$ cat src/hdl/nlpd_pkg.sv
// ---------------------------------------------------------------------------
// Nested length-prefix deframer package
// Phase codes, result kinds and the result record shared by the deframer.
// ---------------------------------------------------------------------------
package nlpd_pkg;

  // Deframer phase codes
  localparam int unsigned PhaseW = 3;
  localparam logic [PhaseW-1:0] PH_OUTER_HDR = 3'd0;
  localparam logic [PhaseW-1:0] PH_INNER_LO  = 3'd1;
  localparam logic [PhaseW-1:0] PH_INNER_HI  = 3'd2;
  localparam logic [PhaseW-1:0] PH_PAY_FIRST = 3'd3;
  localparam logic [PhaseW-1:0] PH_PAY_REST  = 3'd4;
  localparam logic [PhaseW-1:0] PH_SKIP      = 3'd5;

  // Result kinds
  localparam logic [1:0] EV_PAYLOAD   = 2'd0;
  localparam logic [1:0] EV_EMPTY     = 2'd1;
  localparam logic [1:0] EV_MALFORMED = 2'd2;

  // One result item
  typedef struct packed {
    logic [1:0] event_kind;
    logic [7:0] payload_byte;
    logic       first_of_message;
    logic       last_of_message;
  } nlpd_result_t;

endpackage

$ cat src/hdl/nested_length_prefix_deframer.sv
// ---------------------------------------------------------------------------
// Nested length-prefix deframer
// Splits a byte stream of length-prefixed frames into inner messages.
// ---------------------------------------------------------------------------
// The block takes one byte of the received stream per clock and gives at most
// one result per byte, registered in a single output register. Frames
// are a 32-bit little-endian length followed by that many bytes; inside, each
// message is a 16-bit little-endian length and its payload. Payload bytes come
// out with tuser kind 0, first-of-message in tuser[2] and last-of-message on
// tlast; a zero-length message gives kind 1, and a malformed frame (a message
// overrunning the frame, or a lone header byte at its end) gives one kind 2
// result, after which the rest of that frame is dropped silently. Throughput
// is one byte per cycle; s_axis_tready drops only while the output register
// holds a result that m_axis_tready does not take.
module nested_length_prefix_deframer (
  input  logic       clk_i,
  input  logic       rst_ni,
  // input stream
  input  logic       s_axis_tvalid,
  output logic       s_axis_tready,
  input  logic [7:0] s_axis_tdata,   // [7:0] rx_byte
  // result stream
  output logic       m_axis_tvalid,
  input  logic       m_axis_tready,
  output logic [7:0] m_axis_tdata,   // [7:0] payload_byte
  output logic [2:0] m_axis_tuser,   // [1:0] event_kind, [2] first_of_message
  output logic       m_axis_tlast    // last_of_message
);
  import nlpd_pkg::*;

  logic         step;
  logic         room;
  logic         res_valid;
  nlpd_result_t res;
  nlpd_result_t out_res;

  assign s_axis_tready = room;
  assign step          = s_axis_tvalid && room;

  // frame and message state machine
  nlpd_core u_core (
    .clk_i       (clk_i),
    .rst_ni      (rst_ni),
    .step_i      (step),
    .rx_byte_i   (s_axis_tdata),
    .res_valid_o (res_valid),
    .res_o       (res)
  );

  // result register towards the output stream
  nlpd_out_reg u_out (
    .clk_i   (clk_i),
    .rst_ni  (rst_ni),
    .load_i  (step && res_valid),
    .res_i   (res),
    .take_i  (m_axis_tready),
    .room_o  (room),
    .valid_o (m_axis_tvalid),
    .res_o   (out_res)
  );

  assign m_axis_tdata = out_res.payload_byte;
  assign m_axis_tuser = {out_res.first_of_message, out_res.event_kind};
  assign m_axis_tlast = out_res.last_of_message;

endmodule

$ cat src/hdl/nlpd_core.sv
// ---------------------------------------------------------------------------
// Deframer core
// Frame and message state registers with the next-state and result logic
// for one received byte.
// ---------------------------------------------------------------------------
module nlpd_core (
  input  logic                  clk_i,
  input  logic                  rst_ni,
  input  logic                  step_i,      // byte accepted this cycle
  input  logic [7:0]            rx_byte_i,
  output logic                  res_valid_o,
  output nlpd_pkg::nlpd_result_t res_o
);
  import nlpd_pkg::*;

  logic [PhaseW-1:0] phase_q, phase_d;
  logic [1:0]        hdr_idx_q, hdr_idx_d;
  logic [31:0]       len_accum_q, len_accum_d;
  logic [31:0]       frame_left_q, frame_left_d;
  logic [7:0]        inner_lo_q, inner_lo_d;
  logic [15:0]       msg_left_q, msg_left_d;

  logic [31:0] frame_left_dec;
  logic [15:0] msg_left_dec;
  logic [15:0] inner_len;
  logic [31:0] accum_new;

  // Saturating decrements and assembled lengths
  assign frame_left_dec = (frame_left_q != 32'd0) ? frame_left_q - 32'd1 : 32'd0;
  assign msg_left_dec   = (msg_left_q != 16'd0) ? msg_left_q - 16'd1 : 16'd0;
  assign inner_len      = {rx_byte_i, inner_lo_q};
  assign accum_new      = len_accum_q | ({24'd0, rx_byte_i} << {hdr_idx_q, 3'b000});

  // Next state and result for one byte
  always_comb begin
    phase_d      = phase_q;
    hdr_idx_d    = hdr_idx_q;
    len_accum_d  = len_accum_q;
    frame_left_d = frame_left_q;
    inner_lo_d   = inner_lo_q;
    msg_left_d   = msg_left_q;
    res_valid_o  = 1'b0;
    res_o        = '0;

    unique case (phase_q)
      PH_INNER_LO: begin
        if (frame_left_q <= 32'd1) begin
          // lone header byte at the frame end
          frame_left_d     = 32'd0;
          phase_d          = PH_OUTER_HDR;
          res_valid_o      = 1'b1;
          res_o.event_kind = EV_MALFORMED;
        end else begin
          frame_left_d = frame_left_q - 32'd1;
          inner_lo_d   = rx_byte_i;
          phase_d      = PH_INNER_HI;
        end
      end

      PH_INNER_HI: begin
        frame_left_d = frame_left_dec;
        res_valid_o  = 1'b1;
        if ({16'd0, inner_len} > frame_left_dec) begin
          // inner length overruns the frame
          phase_d          = (frame_left_dec == 32'd0) ? PH_OUTER_HDR : PH_SKIP;
          res_o.event_kind = EV_MALFORMED;
        end else if (inner_len == 16'd0) begin
          phase_d          = (frame_left_dec == 32'd0) ? PH_OUTER_HDR : PH_INNER_LO;
          res_o.event_kind = EV_EMPTY;
        end else begin
          res_valid_o = 1'b0;
          msg_left_d  = inner_len;
          phase_d     = PH_PAY_FIRST;
        end
      end

      PH_PAY_FIRST, PH_PAY_REST: begin
        frame_left_d           = frame_left_dec;
        msg_left_d             = msg_left_dec;
        res_valid_o            = 1'b1;
        res_o.event_kind       = EV_PAYLOAD;
        res_o.payload_byte     = rx_byte_i;
        res_o.first_of_message = (phase_q == PH_PAY_FIRST);
        res_o.last_of_message  = (msg_left_dec == 16'd0);
        if (msg_left_dec == 16'd0) begin
          phase_d = (frame_left_dec == 32'd0) ? PH_OUTER_HDR : PH_INNER_LO;
        end else begin
          phase_d = PH_PAY_REST;
        end
      end

      PH_SKIP: begin
        frame_left_d = frame_left_dec;
        if (frame_left_dec == 32'd0) begin
          phase_d = PH_OUTER_HDR;
        end
      end

      default: begin
        // outer header, little-endian, one byte lane per byte
        if (hdr_idx_q == 2'd3) begin
          frame_left_d = accum_new;
          len_accum_d  = 32'd0;
          hdr_idx_d    = 2'd0;
          phase_d      = (accum_new == 32'd0) ? PH_OUTER_HDR : PH_INNER_LO;
        end else begin
          len_accum_d = accum_new;
          hdr_idx_d   = hdr_idx_q + 2'd1;
          phase_d     = PH_OUTER_HDR;
        end
      end
    endcase
  end

  // State registers, updated once per accepted byte
  always_ff @(posedge clk_i or negedge rst_ni) begin
    if (!rst_ni) begin
      phase_q      <= PH_OUTER_HDR;
      hdr_idx_q    <= 2'd0;
      len_accum_q  <= 32'd0;
      frame_left_q <= 32'd0;
      inner_lo_q   <= 8'd0;
      msg_left_q   <= 16'd0;
    end else if (step_i) begin
      phase_q      <= phase_d;
      hdr_idx_q    <= hdr_idx_d;
      len_accum_q  <= len_accum_d;
      frame_left_q <= frame_left_d;
      inner_lo_q   <= inner_lo_d;
      msg_left_q   <= msg_left_d;
    end
  end

`ifndef SYNTHESIS
  // skipping only happens while frame bytes remain
  a_skip_has_bytes: assert property (@(posedge clk_i) disable iff (!rst_ni)
    phase_q == PH_SKIP |-> frame_left_q != 32'd0)
    else $error("skip phase with no frame bytes left");

  // a payload phase always has message bytes outstanding
  a_pay_has_bytes: assert property (@(posedge clk_i) disable iff (!rst_ni)
    (phase_q == PH_PAY_FIRST || phase_q == PH_PAY_REST) |-> msg_left_q != 16'd0)
    else $error("payload phase with empty message count");

  // a malformed report leaves the frame: skip or next header
  a_malformed_exit: assert property (@(posedge clk_i) disable iff (!rst_ni)
    step_i && res_valid_o && res_o.event_kind == EV_MALFORMED
    |=> (phase_q == PH_OUTER_HDR || phase_q == PH_SKIP))
    else $error("malformed frame not abandoned");

  // the last payload byte ends the message
  a_last_ends_msg: assert property (@(posedge clk_i) disable iff (!rst_ni)
    step_i && res_valid_o && res_o.event_kind == EV_PAYLOAD && res_o.last_of_message
    |=> (phase_q == PH_OUTER_HDR || phase_q == PH_INNER_LO))
    else $error("message did not end after its last byte");
`endif

endmodule

$ cat src/hdl/nlpd_out_reg.sv
// ---------------------------------------------------------------------------
// Deframer result register
// Holds one result for the output stream; refills while being drained.
// ---------------------------------------------------------------------------
module nlpd_out_reg (
  input  logic                  clk_i,
  input  logic                  rst_ni,
  input  logic                  load_i,     // new result this cycle
  input  nlpd_pkg::nlpd_result_t res_i,
  input  logic                  take_i,     // downstream ready
  output logic                  room_o,     // register can take a result
  output logic                  valid_o,
  output nlpd_pkg::nlpd_result_t res_o
);
  import nlpd_pkg::*;

  logic         valid_q, valid_d;
  nlpd_result_t res_q;

  // free when empty or being emptied this cycle
  assign room_o = !valid_q || take_i;

  always_comb begin
    valid_d = valid_q;
    if (room_o) begin
      valid_d = load_i;
    end
  end

  // control
  always_ff @(posedge clk_i or negedge rst_ni) begin
    if (!rst_ni) begin
      valid_q <= 1'b0;
    end else begin
      valid_q <= valid_d;
    end
  end

  // payload
  always_ff @(posedge clk_i) begin
    if (room_o && load_i) begin
      res_q <= res_i;
    end
  end

  assign valid_o = valid_q;
  assign res_o   = res_q;

endmodule
$ cat config.mk
export PLATFORM = sky130hd
export DESIGN_NAME = nested_length_prefix_deframer
export DESIGN_NICKNAME = d
export VERILOG_FILES = /design/src/hdl/nlpd_pkg.sv /design/src/hdl/nested_length_prefix_deframer.sv /design/src/hdl/nlpd_core.sv /design/src/hdl/nlpd_out_reg.sv
export SDC_FILE = /design/constraint.sdc
export NUM_CORES = 1
export LEC_CHECK = 0
export ABC_AREA = 1
export BUFFER_PORTS_ARGS = -buffer_cell sky130_fd_sc_hd__buf_2
export CAP_MARGIN = 20
export CORE_MARGIN = 2
export CORE_UTILIZATION = 30
export DETAILED_ROUTE_END_ITERATION = 8
export PLACE_DENSITY = 0.51
export SLEW_MARGIN = 20
export SYNTH_ARGS = -nofsm -noshare
export SYNTH_HDL_FRONTEND = slang
export SYNTH_SLANG_ARGS = --single-unit
$ cat constraint.sdc
create_clock -name clk_i -period 3.57 [get_ports clk_i]
set_clock_uncertainty 0.15 [all_clocks]
set_input_delay 0.357 -clock clk_i [delete_from_list [all_inputs] [get_ports clk_i]]
set_output_delay 0.357 -clock clk_i [all_outputs]
set_load 0.01 [all_outputs]
Word-level counts from Yosys, hierarchy flattened

Index checks and enable logic that the tools add are counted.

$add $sub $neg: 3
Multiply operators: 0
Divide/modulo/power cells: 0
$lt $le $gt $ge: 2
Equal/unequal tests: 9
Shifts and indexed selects: 1
Muxes and demuxes: 28
Bitwise gates (word level): 3
Reduce and logical (&&, ||, !) cells: 21

Operators with widths:

| kind                  | number |
|---|---|
| $mux 32               | 4 |
| $logic_not 32->1      | 2 |
| $pmux 32 s2           | 1 |
| $mux 16               | 3 |
| $gt 16x32->1          | 1 |
| $le 32x1->1 const B   | 1 |
| $logic_not 16->1      | 2 |
| $or 32x32->32         | 1 |
| $pmux 16 s2           | 1 |
| $reduce_bool 32->1    | 1 |
| $shl 8x5->32          | 1 |
| $sub 32x1->32 const B | 1 |
| $mux 3                | 6 |
| $reduce_bool 16->1    | 1 |
| $sub 16x1->16 const B | 1 |
| $pmux 3 s4            | 1 |
| $mux 2                | 4 |
| $eq 3x2->1 const B    | 2 |
| $eq 3x3->1 const B    | 2 |
| $mux 1                | 6 |
| $reduce_and 2->1      | 3 |
| $reduce_or 5->1       | 1 |
| $ne 2x2->1 const B    | 2 |
| $pmux 2 s2            | 1 |
| other kinds (15)      | 18 |

Bits in registers: 106
Bits in latches: 0
RAM bits: 0
Bits in read-only memories: 0
Input port bits: 12
Output and inout port bits: 14
Logic and storage cells: 78
Memories: 0

Depth between registers and ports, before layout

Word-level depth: 7
Depth in mapped cells: 24
Gate-level depth less buffers: 22

Cells and area by module

Synthesis repeated with hierarchy kept, for this count alone.

Cells, all modules: 1,097
Area total of the unflattened synthesis: 7,536.0 µm²

Modules (own cells, without submodules):

| module                        | instances | cells each | area an instance (µm²) | sequential area each (µm²) |
|---|---|---|---|---|
| nlpd_core                     | 1         | 1,075      | 7,113.1                | 2,327.2 |
| nlpd_out_reg                  | 1         | 18         | 405.4                  | 385.4 |
| nested_length_prefix_deframer | 1         | 4          | 17.5                   | 0.0 |

Worst setup path after synthesis

No wires, ideal clock.

Path kind: reg-to-reg
Start point: register u_core.frame_left_q[0]
End point: register u_out.res_q, in the netlist u_out.res_o[0], enable pin
Library setup time: 0.344 ns
Data arrival time: 2.936 ns
Data required time: 3.076 ns
Setup slack: 0.140 ns
Cell stages (with the launch flop): 20
Path buffers: 2
Path through: dfrtp_1 inv_1 ha_1 inv_1 nor2_1 nand2_2 nor2_2 nand2_2 buf_6 buf_6 nand2_2 ha_1 nand2_1 nor4_1 nand2_1 a21oi_1 nand3_4 nand3b_1 nand2_1 inv_1

Cells in the longest elaborated chain, start to end: 7

Ends and longest elaborated chain:

| item                                                       | RTL line                            | text |
|---|---|---|
| start, declared                                            | nlpd_core.sv:19                     | `logic [31:0] frame_left_q, frame_left_d;` |
| start signal, assigned                                     | nlpd_core.sv:128                    | `frame_left_q <= frame_left_d;` |
| $sub 32x1->32 / $reduce_bool 32->1 (equally long branches) | nlpd_core.sv:29                     | `assign frame_left_dec = (frame_left_q != 32'd0) ? frame_left_q - 32'd1 : 32'd0;` |
| $mux 32                                                    | nlpd_core.sv:29                     |  |
| $gt 16x32->1                                               | nlpd_core.sv:63                     | `if ({16'd0, inner_len} > frame_left_dec) begin` |
| $mux 1                                                     | nlpd_core.sv:63                     |  |
| $pmux 1 s3 *                                               | nlpd_core.sv:45                     | `unique case (phase_q)` |
| $logic_and 1x1->1 *                                        | nested_length_prefix_deframer.sv:54 | `.load_i (step && res_valid),` |
| $logic_and 1x1->1 *                                        | nlpd_out_reg.sv:41                  | `if (room_o && load_i) begin` |
| end signal, assigned                                       | nlpd_out_reg.sv:42                  | `res_q <= res_i;` |
| end, declared                                              | nlpd_out_reg.sv:18                  | `nlpd_result_t res_q;` |

Mark *: on every way between the ends. The rest lies on a longest branch, timed or not.
A chain may end at the register's enable or synchronous reset.

Worst setup path after layout

Start point: register u_core.frame_left_q[6]
End point: register u_out.res_q, in the netlist u_out.res_o[6], enable pin

The elaborated chain is that of the path after synthesis.

==> impl_metrics.env <==
export IMPL_synth_seq_cells=106
export IMPL_cts_tree="done"
export IMPL_synth_ff_type="dfrtp_1"
export IMPL_dieArea_um2=26400
export IMPL_grt_pass1_vias=6692
export IMPL_pwr_share_clk=0.134
export IMPL_drtAntennaViolNets=0
export IMPL_fin_crit_ns=3.35
export IMPL_post_synth_top_count_cell="nand2_1"
export IMPL_netlist_area_um2=7530
export IMPL_clockBufferDepth=2
export IMPL_gp_congestion=0.908
export IMPL_clk_insertion_delay_late_ns=0.36
export IMPL_p_sw_mw=4.21
export IMPL_drtIter0Drc=565
export IMPL_slew_violations=0
export IMPL_ir_drop_mv=0.291
export IMPL_cp_required_ns=3.50
export IMPL_internal_power_mw=3.87
export IMPL_synth_edf_count=12
export IMPL_yosysUniqueCellTypes=45
export IMPL_yosysWarningCount=0
export IMPL_avgSynthCellArea_um2=7.05
export IMPL_drive_above_1_share=0.155
export IMPL_met2_length_um=11100
export IMPL_wl_met1_um=11200
export IMPL_synth_area_top_cells="dfrtp_1 (31%), nand2_1 (12%), inv_1 (8.0%)"
export IMPL_numCtsBuffers=9
export IMPL_dp_hpwl_um=18000
export IMPL_crit_fanout=12
export IMPL_core_area_um2=24900
export IMPL_cts_sinks=106
export IMPL_yosys_area_top_type="dfrtp_1"
export IMPL_maxCapViolCount=0
export IMPL_hold_path_class="in2reg"
export IMPL_rows=58
export IMPL_syn_inst=1069
export IMPL_whs_ns=0.144
export IMPL_diodes=0
export IMPL_die_w_um=162
export IMPL_htreeDepth=3
export IMPL_clk_pin_slew_ns=0.08
export IMPL_drt_pass1_iter_count=5
export IMPL_grt_usage=0.185
export IMPL_vias=7088
export IMPL_wl_um=24100
export IMPL_worst_setup_path_start_kind="flip-flop"
export IMPL_routedWlPerCell_um=16.7
export IMPL_p_leak_nw=4.07
export IMPL_crit_type="reg2reg"
export IMPL_setup_viol=0
export IMPL_grt_pass1_wl_um=37800
export IMPL_fmax_mhz=299
export IMPL_combPwrFrac=0.587
export IMPL_vias_per_cell=4.91
export IMPL_tightestPinTransition_ns=0.859
export IMPL_status="finished clean"
export IMPL_power_density_nw_per_um2=943
export IMPL_io_buffers=25
export IMPL_netlist_top_cells_count="nand2_1 (249), inv_1 (161), nor2_1 (102)"
export IMPL_drcViolationCount=0
export IMPL_gr_total_overflow=0
export IMPL_setup_tns_ns=0
export IMPL_wl_met3_um=1040
export IMPL_fin_nets=1142
export IMPL_synth_top_cell_area_share=0.312
export IMPL_final_hold_viol_count=0
export IMPL_p_sw_frac=0.521
export IMPL_root_buffer="clkbuf_16"
export IMPL_syn_nets=1103
export IMPL_cp_arrival_ns=3.28
export IMPL_grt_max_degree=76
export IMPL_yosysSeqAreaShare=0.360
export IMPL_maxSlewHeadroom=0.423
export IMPL_fin_crit_sh=0.937
export IMPL_antenna_found_initial=0
export IMPL_die_h_um=162
export IMPL_io_pins=26
export IMPL_area_growth_pct=13.7
export IMPL_async_flop_share=0.887
export IMPL_cp_end_kind="flip-flop"
export IMPL_finalPower_mw=8.08
export IMPL_seqPwrFrac=0.279
export IMPL_highest_layer="met4"
export IMPL_start_util=0.303
cells in the final DEF, fill, tap and decap left out, types with 8 or more instances in the layout:
| master | instances |
|---|---|
| a21oi_1 | 26 |
| a22oi_1 | 12 |
| buf_2 | 24 |
| buf_4 | 34 |
| clkbuf_16 | 9 |
| dfrtp_1 | 93 |
| edfxtp_1 | 12 |
| ha_1 | 21 |
| inv_1 | 159 |
| nand2_1 | 248 |
| nand2_2 | 31 |
| nand3_1 | 66 |
| nand4_1 | 27 |
| nor2_1 | 98 |
| nor2_2 | 16 |
| nor2_4 | 8 |
| o211ai_1 | 20 |
| o21ai_0 | 87 |
| o21ai_2 | 15 |
| o22ai_1 | 27 |
registers in the layout (all words and copies together) (netlist names):
| signal | cells |
|---|---|
| u_core.inner_lo_q | 8 |
| u_out.valid_o | 1 |
| u_core.frame_left_q | 32 |
| u_core.phase_q | 3 |
| u_out.res_o | 12 |
| u_core.hdr_idx_q | 2 |
| u_core.msg_left_q | 16 |
| u_core.len_accum_q | 32 |
cell families (layout without fill, tap and decap cells):
logic type | after synthesis | count (layout) | share of synthesized area
xor gates and xnor gates | 8 | 8 | 0.00930
and+or+nand+nor | 527 | 528 | 0.322
adders and majority gates | 22 | 22 | 0.0365
AOI/OAI and AO/OA | 204 | 204 | 0.162
buffers and inverters | 202 | 245 | 0.111
DFF | 106 | 106 | 0.360
per-stage QoR:
| stage | setup WS [ns] | util | area [um2] | cells |
|---|---|---|---|---|
| 6_report | 0.224 | 0.344 | 8570 | 1443 |
| 4_1_cts | 0.0322 | 0.339 | 8430 | 1434 |
| 2_1_floorplan | 0.140 | - | 7530 | 1069 |
| 5_1_grt | -0.0156 | 0.344 | 8570 | 1443 |
| 3_3_place_gp | 0.0465 | 0.326 | 8110 | 1418 |
| 3_5_place_dp | -0.0550 | 0.326 | 8110 | 1418 |
path summary, 6_finish.rpt:
path                                   startpoint                      end  slack [ns]  depth (start not counted)
setup / recovery           u_core.frame_left_q[6]           u_out.res_o[6]        0.22                         17
hold / removal                      m_axis_tready            u_out.valid_o        0.14                          4
setup reg to reg           u_core.frame_left_q[6]           u_out.res_o[6]        0.22                         17
hold reg to reg            u_core.len_accum_q[12]   u_core.len_accum_q[12]        0.34                          2
max in group asynchronous                  rst_ni  u_core.frame_left_q[23]        2.11                          3
min in group asynchronous                  rst_ni      u_core.hdr_idx_q[0]        0.45                          2
metal layers:
| layer | track usage | vias up |
|---|---|---|
| met3 | 0.0306 | 41 |
| met5 | 0 | - |
| met1 | 0.252 | 3283 |
| li1 | - | 3579 |
| met2 | 0.300 | 185 |
| met4 | 0.0640 | 0 |
area by class of cell:
class                   instances  area (um2)
clock buffers                   9         225
clock inverters                 7        90.1
fillers                      2645       16300
inverters                     168         631
multi-input cells             762        4080
flip-flops and latches        106        2710
well taps                     330         413
repair buffers                 61         417
critical path, stage by stage, from the launching register on:
cell and delay [ns]:
dfrtp_1 0.45, nor2_2 0.16, nand2_1 0.10, nor2_4 0.25, buf_4 0.18, nand3b_1 0.07, nand2_1 0.13, nand2_2 0.07
ha_1 0.29, nand2_1 0.11, nor4_4 0.31, nand2_1 0.11, a21oi_2 0.20, nand3_4 0.09, nand3b_1 0.11, nand2_1 0.07
inv_1 0.10, buf_12 0.14
power by group through the flow:
stage | clock [mW] | sequential (mW) | combinational, mW
detailed placement | 0 | 2.25 | 4.65
CTS | 1.11 | 2.23 | 4.67
global placement | 0 | 2.24 | 4.62
global route | 1.16 | 2.33 | 5.36
finish | 1.08 | 2.26 | 4.74
floorplan | 0 | 2.14 | 3.36
what timing repair did:
item,in CTS,in global routing
pin swaps,0,4
hold buffers,0,1
cloned,0,1
resized for setup,1,16
endpoints found under the hold margin,0,73
buffers inserted,0,7
setup endpoints to repair,28,31
(Power assumes the default switching activity.)
